<file path="config.mk">
export PLATFORM = sky130hd
export DESIGN_NAME = qte_cordic_stage
export DESIGN_NICKNAME = d
export VERILOG_FILES = /design/src/design/qte_pkg.sv /design/src/design/qte_cordic_stage.sv
export SDC_FILE = /design/constraint.sdc
export NUM_CORES = 1
export LEC_CHECK = 0
export BUFFER_PORTS_ARGS = -buffer_cell sky130_fd_sc_hd__buf_2
export CAP_MARGIN = 20
export CORE_UTILIZATION = 50
export DETAILED_ROUTE_END_ITERATION = 7
export GPL_TIMING_DRIVEN = 0
export HOLD_SLACK_MARGIN = 0.06
export MAX_ROUTING_LAYER = met4
export PLACE_DENSITY = 0.73
export SLEW_MARGIN = 0
export SYNTH_ARGS = -nofsm -noshare
export SYNTH_HDL_FRONTEND = slang
export SYNTH_SLANG_ARGS = --single-unit
</file>
<file path="constraint.sdc">
create_clock -name clk -period 10.9 [get_ports clk]
set_clock_uncertainty 0.05 [all_clocks]
set_input_delay 2.18 -clock clk [delete_from_list [all_inputs] [get_ports clk]]
set_output_delay 2.18 -clock clk [all_outputs]
set_load 0.02 [all_outputs]
</file>
<file path="src/design/qte_pkg.sv">
package qte_pkg;

    localparam int unsigned QW = 32;
    localparam int unsigned TW = 36;             // term width (terms need all 36 bits)
    localparam int unsigned CW = 64;             // cordic x/y width
    localparam int unsigned ZW = 34;             // angle accumulator, q24 degrees
    localparam int unsigned PITCH_W = 25;
    localparam int unsigned ROLL_W = 24;
    localparam int unsigned YAW_W = 25;

    localparam logic signed [ZW-1:0] DEG90 = ZW'(64'sd90 <<< 24);
    localparam logic signed [ZW-1:0] DEG180 = ZW'(64'sd180 <<< 24);
    localparam logic signed [TW-1:0] UNITY = TW'(64'sd1 <<< 30);
    localparam logic signed [31:0] GAIN_Q24 = 32'sd27628053;

    function automatic logic signed [ZW-1:0] atan_q24(input logic [4:0] i);
        logic signed [ZW-1:0] r;
        begin
            unique case (i)
                5'd0: r = 34'sd754974720;
                5'd1: r = 34'sd445687602;
                5'd2: r = 34'sd235489088;
                5'd3: r = 34'sd119537938;
                5'd4: r = 34'sd60000934;
                5'd5: r = 34'sd30029717;
                5'd6: r = 34'sd15018523;
                5'd7: r = 34'sd7509720;
                5'd8: r = 34'sd3754917;
                5'd9: r = 34'sd1877466;
                5'd10: r = 34'sd938734;
                5'd11: r = 34'sd469367;
                5'd12: r = 34'sd234684;
                5'd13: r = 34'sd117342;
                5'd14: r = 34'sd58671;
                5'd15: r = 34'sd29335;
                5'd16: r = 34'sd14668;
                5'd17: r = 34'sd7334;
                5'd18: r = 34'sd3667;
                5'd19: r = 34'sd1833;
                5'd20: r = 34'sd917;
                5'd21: r = 34'sd458;
                5'd22: r = 34'sd229;
                5'd23: r = 34'sd115;
                5'd24: r = 34'sd57;
                5'd25: r = 34'sd29;
                5'd26: r = 34'sd14;
                5'd27: r = 34'sd7;
                5'd28: r = 34'sd4;
                5'd29: r = 34'sd2;
                5'd30: r = 34'sd1;
                default: r = '0;
            endcase
            return r;
        end
    endfunction

    function automatic logic signed [ZW-1:0] clamp_angle(input logic signed [ZW-1:0] v,
                                                          input logic signed [ZW-1:0] lim);
        begin
            if (v > lim)
                return lim;
            else if (v < -lim)
                return -lim;
            return v;
        end
    endfunction

endpackage

</file>
<file path="src/design/qte_cordic_stage.sv">
module qte_cordic_stage #(
    parameter int unsigned SHIFT = 0
) (
    input  logic                            clk,
    input  logic                            en,
    input  logic signed [qte_pkg::CW-1:0]  x_in,
    input  logic signed [qte_pkg::CW-1:0]  y_in,
    input  logic signed [qte_pkg::ZW-1:0]  z_in,
    output logic signed [qte_pkg::CW-1:0]  x_out,
    output logic signed [qte_pkg::CW-1:0]  y_out,
    output logic signed [qte_pkg::ZW-1:0]  z_out
);

    logic signed [qte_pkg::CW-1:0] x_next;
    logic signed [qte_pkg::CW-1:0] y_next;
    logic signed [qte_pkg::ZW-1:0] z_next;
    logic signed [qte_pkg::CW-1:0] x_reg;
    logic signed [qte_pkg::CW-1:0] y_reg;
    logic signed [qte_pkg::ZW-1:0] z_reg;
    logic signed [qte_pkg::CW-1:0] dx;
    logic signed [qte_pkg::CW-1:0] dy;
    logic signed [qte_pkg::ZW-1:0] a;

    always_comb
    begin
        dx = y_in >>> SHIFT;
        dy = x_in >>> SHIFT;
        a = qte_pkg::atan_q24(5'(SHIFT));
        if (!y_in[qte_pkg::CW-1])
        begin
            x_next = x_in + dx;
            y_next = y_in - dy;
            z_next = z_in + a;
        end
        else
        begin
            x_next = x_in - dx;
            y_next = y_in + dy;
            z_next = z_in - a;
        end
    end

    always_ff @(posedge clk)
    begin
        if (en)
        begin
            x_reg <= x_next;
            y_reg <= y_next;
            z_reg <= z_next;
        end
    end

    assign x_out = x_reg;
    assign y_out = y_reg;
    assign z_out = z_reg;

endmodule

</file>
Word level (Yosys, flattened, before mapping)
Cells that the tools add are included.
Operators by class
  add/sub/neg operators: 5
  mux-type cells: 3
Operators with widths (count)
  64-bit two-way mux: 2
  64-bit subtractor: 2
  64-bit adder: 1
  34-bit by 31-bit adder with 34-bit output (second input constant): 1
  34-bit two-way mux: 1
  34-bit by 31-bit subtractor with 34-bit output (second input constant): 1
Storage, ports and cells
  bits of input ports: 164
  register bits: 162
  output and inout bits: 162

Logic depth before layout (Yosys ltp)
  word-level depth: 2
  mapped depth: 14
  mapped depth without buffers: 13

Least setup slack after synthesis
Ideal clock, no wire load.
  path type: input to register
  start: input port x_in[5] (netlist bit)
  end: register x_reg (netlist bit x_out[61]), data pin
  path buffers: 1
  arrival: 4613 ps
  required time: 10580 ps
  cell stages on the path: 13
  setup slack: 5967 ps
  setup time: 270 ps
  cells stage by stage: inv_1 -> ha_1 -> buf_2 -> nor3b_1 -> a2111oi_2 -> nor4b_2 -> a21oi_1 -> a21o_1 -> a21oi_4 -> a31oi_2 -> o41ai_2 -> a22oi_1 -> xor2_1
Between the ends
  cells in the longest elaborated chain, start to end: 2
  elaborated cells between the ends (all ways): 3
  those cells by class: add/sub: 2; mux: 1
Ends and longest elaborated chain
  from (decl): RTL line qte_cordic_stage.sv:6  | input logic signed [qte_pkg::CW-1:0] x_in,
  64-bit adder or 64-bit subtractor (tied branches): RTL line qte_cordic_stage.sv:31, qte_cordic_stage.sv:37
  64-bit two-way mux *: RTL line qte_cordic_stage.sv:29  | if (!y_in[qte_pkg::CW-1])
  via x_next, one bit: RTL line qte_cordic_stage.sv:14  | logic signed [qte_pkg::CW-1:0] x_next;
  to (signal assigned): RTL line qte_cordic_stage.sv:47  | x_reg <= x_next;
  to (decl): RTL line qte_cordic_stage.sv:17  | logic signed [qte_pkg::CW-1:0] x_reg;
The timed path passes the listed nets; every way through them passes the cells marked *.
A chain may end at the register's enable or synchronous reset.

Final worst setup path
  start: input port x_in[12] (netlist bit)
  end: register y_reg (netlist bit y_out[55]), data pin
Between the ends
  cells in the longest elaborated chain, start to end: 2
  elaborated cells between the ends (all ways): 3
  those cells by class: add/sub: 2; mux: 1
Ends and longest elaborated chain
  64-bit subtractor or 64-bit adder (tied branches): RTL line qte_cordic_stage.sv:32, qte_cordic_stage.sv:38
  64-bit two-way mux *: RTL line qte_cordic_stage.sv:29
  via y_next, one bit: RTL line qte_cordic_stage.sv:15  | logic signed [qte_pkg::CW-1:0] y_next;
  to (signal assigned): RTL line qte_cordic_stage.sv:48  | y_reg <= y_next;
  to (decl): RTL line qte_cordic_stage.sv:18  | logic signed [qte_pkg::CW-1:0] y_reg;
Marked as above.

==> metrics.txt <==
status finished, final reports clean; synth-to-layout area growth 15.9%; setup repair bufs after CTS 0; Hold Slack 1830 ps; CP max FO 10; Slew Limit Headroom 0.129; Clock Tree Buf Depth 2; Final Critical Period 6220 ps; H-tree levels 4; CTS sink cnt 161; Worst-path clk slew 70 ps; worst path arrival time 6390 ps; met3 Use GR 0.0898; Hold-fix buffers, CTS 0; post-synthesis cell count 2194; Placed Area 0.0202 mm^2; Initial DRC Count 2825; detailed placer's ending HPWL 63.5 mm; first-pass GRT wire length 115 mm; initial core utilization 0.512; post-synthesis sequential area ratio 0.270; critical path, cell by cell buf_2, inv_1, ha_1, buf_2, nand2_1, nor2_1, nand2_1, o311ai_1, nand3_1, nor2b_1, a21oi_1, nand3_1, a22oi_1, xnor2_1; crit path max-delay cell type o311ai_1; leakage power 9.00 nW; worst hold path cell count 1; Ys Warns 0; Layout Nets 2911; Routed wire per std cell 26.0 um; Placed Cells 2981; GR peak layer met2; drt total wl 78.4 mm; fraction of registers with async set/reset 0; I/O pin total 326; Critical Path Max Stage Delay 950 ps; Critical Path End Type flip-flop; max cap viols 0; Top delay family on crit path compound AO/OA/AOI/OAI gates; # DRC 0; mapped cell area 0.0179 mm^2; total gr overflow 0; Die Area 0.0365 mm^2; DR vias 19.6k; syn avg cell area 8.15 um^2; area of the core 0.0349 mm^2; DR vias/cell 6.51; Post-synth EDFFs 161; Total GRT Usage 0.436; Fmax 0.161 GHz; most common cell after layout, fill and taps aside buf_2; post-route setup TNS 0 ps; unrepaired setup endpoints after global routing false; global routing met1 resource utilization 0.580; Mapped Nets 2560; Rows 68; Fill cells 3140; Buffers on Ports 324; largest net degree at the start of global routing 92; final worst path period share 0.571; Worst Hold Launch z_in[20]; worst path required time 11060 ps; First-pass DRT Iterations 6; initial antenna violation count 3; share of layout cells above drive strength 1 0.176; Worst Tran Pin Value 1310 ps; final hold vios 0; Final ANT Viol Nets 0; cells resized by post-CTS repair 0; met2 usage 0.645; crit start category input port; RD Place Congestion 1.11; Slew Limit Fails 0; CP bufs+invs 3; worst hold-check path type input port to flip-flop; fin cells 3014; Hold EP z_out[20]; CTS Root Cell clkbuf_16; Finish-stage setup viols 0; final instance area 0.0207 mm^2; CTS buffer count 17; CTS tree yes; most frequent cells in the layout buf_2, a21oi_1, inv_1, nor2_1, ha_1; Worst Setup Path Type input port to flip-flop; Synth cell types 91; worst ir drop on vdd 0.000124 V; synthesis-stage register bit count 161; Primary FF master, synth edfxtp_1; vias in the first global route 18.4k; Chip Width 191 um; die height 191 um; Pwr per Cell Area 128 mW/mm^2
==> power by group <==
part	total, W	switching [W]	internal [W]
Clock	0.000602	0.000304	0.000298
Combinational	0.00121	0.000826	0.000382
Sequential	0.000846	0.0000324	0.000814
Total	0.00266	0.00116	0.00149
==> cells in the mapped netlist, types with 9 or more instances <==
| library cell | number | area (um^2) |
|---|---|---|
| o31ai_1 | 32 | 240 |
| nand4_1 | 48 | 300 |
| and2_1 | 11 | 68.8 |
| nor3_1 | 40 | 200 |
| a21boi_0 | 9 | 67.6 |
| buf_1 | 17 | 63.8 |
| a21o_1 | 53 | 398 |
| o211ai_1 | 23 | 173 |
| xnor2_1 | 123 | 1080 |
| nand2_1 | 112 | 420 |
| o21bai_1 | 56 | 420 |
| clkbuf_1 | 51 | 191 |
| nor4_1 | 26 | 163 |
| edfxtp_1 | 161 | 4830 |
| inv_1 | 202 | 758 |
| nor2_1 | 202 | 758 |
| a31oi_1 | 17 | 106 |
| mux2i_1 | 23 | 230 |
| or3_1 | 14 | 87.6 |
| a21oi_1 | 313 | 1570 |
| ha_1 | 198 | 2480 |
| or2_2 | 9 | 56.3 |
| nand2b_1 | 19 | 119 |
| nand3_1 | 37 | 185 |
| o21ai_0 | 143 | 716 |
| o21a_1 | 19 | 143 |
| buf_2 | 20 | 100 |
| nor2b_1 | 22 | 138 |
| a211oi_1 | 21 | 158 |
==> metal layers <==
metal / part of all wire / vias up
met5: 0 / -
met4: 0.041 / 0
met3: 0.12 / 250
met2: 0.43 / 1466
met1: 0.41 / 9260
li1: - / 8654
==> worst max path at each step <==
stage	from	endpoint	depth (start not counted)
after global routing	x_in[12]	y_out[55]	14
after floorplan	x_in[5]	x_out[61]	13
after global placement	x_in[4]	x_out[55]	14
final	x_in[12]	y_out[55]	14
after detailed placement	x_in[12]	y_out[55]	14
after CTS	x_in[12]	y_out[55]	14
==> cell families after synthesis <==
logic type      Yosys count  synth area share
compound gates          797             0.285
xor+xnor                131            0.0642
fa+ha+maj               202             0.143
buf+inv                 309            0.0684
flops                   161             0.270
mux                      23            0.0129
simple gates            571             0.156
==> per-stage QoR <==
| step | worst slack (ps) | utilization | power, W |
|---|---|---|---|
| after floorplan | 5970 | - | 0.00158 |
| after detailed placement | 4570 | 0.578 | 0.00201 |
| after global routing | 4630 | 0.594 | 0.00275 |
| final | 4680 | 0.594 | 0.00266 |
| after CTS | 5050 | 0.594 | 0.00262 |
| after global placement | 4430 | 0.575 | 0.00200 |
==> flip-flops by register name, indices dropped and copies added (netlist names) <==
| signal | flops |
|---|---|
| y_out | 63 |
| x_out | 64 |
| z_out | 34 |
==> final cells by class <==
| class | instances | area [um^2] | share of cell area |
|---|---|---|---|
| Buffer | 97 | 427 | 0.0206 |
| Sequential cell | 161 | 4830 | 0.233 |
| Timing Repair Buffer | 332 | 1730 | 0.0834 |
| Clock inverter | 14 | 120 | 0.00580 |
| Clock buffer | 18 | 429 | 0.0207 |
| Antenna cell | 1 | 2.50 | 0.000121 |
| Inverter | 212 | 796 | 0.0384 |
| Multi-Input combinational cell | 1724 | 11800 | 0.570 |
| Tap cell | 455 | 569 | 0.0275 |
Note: power is estimated with default switching activity, not from simulation.
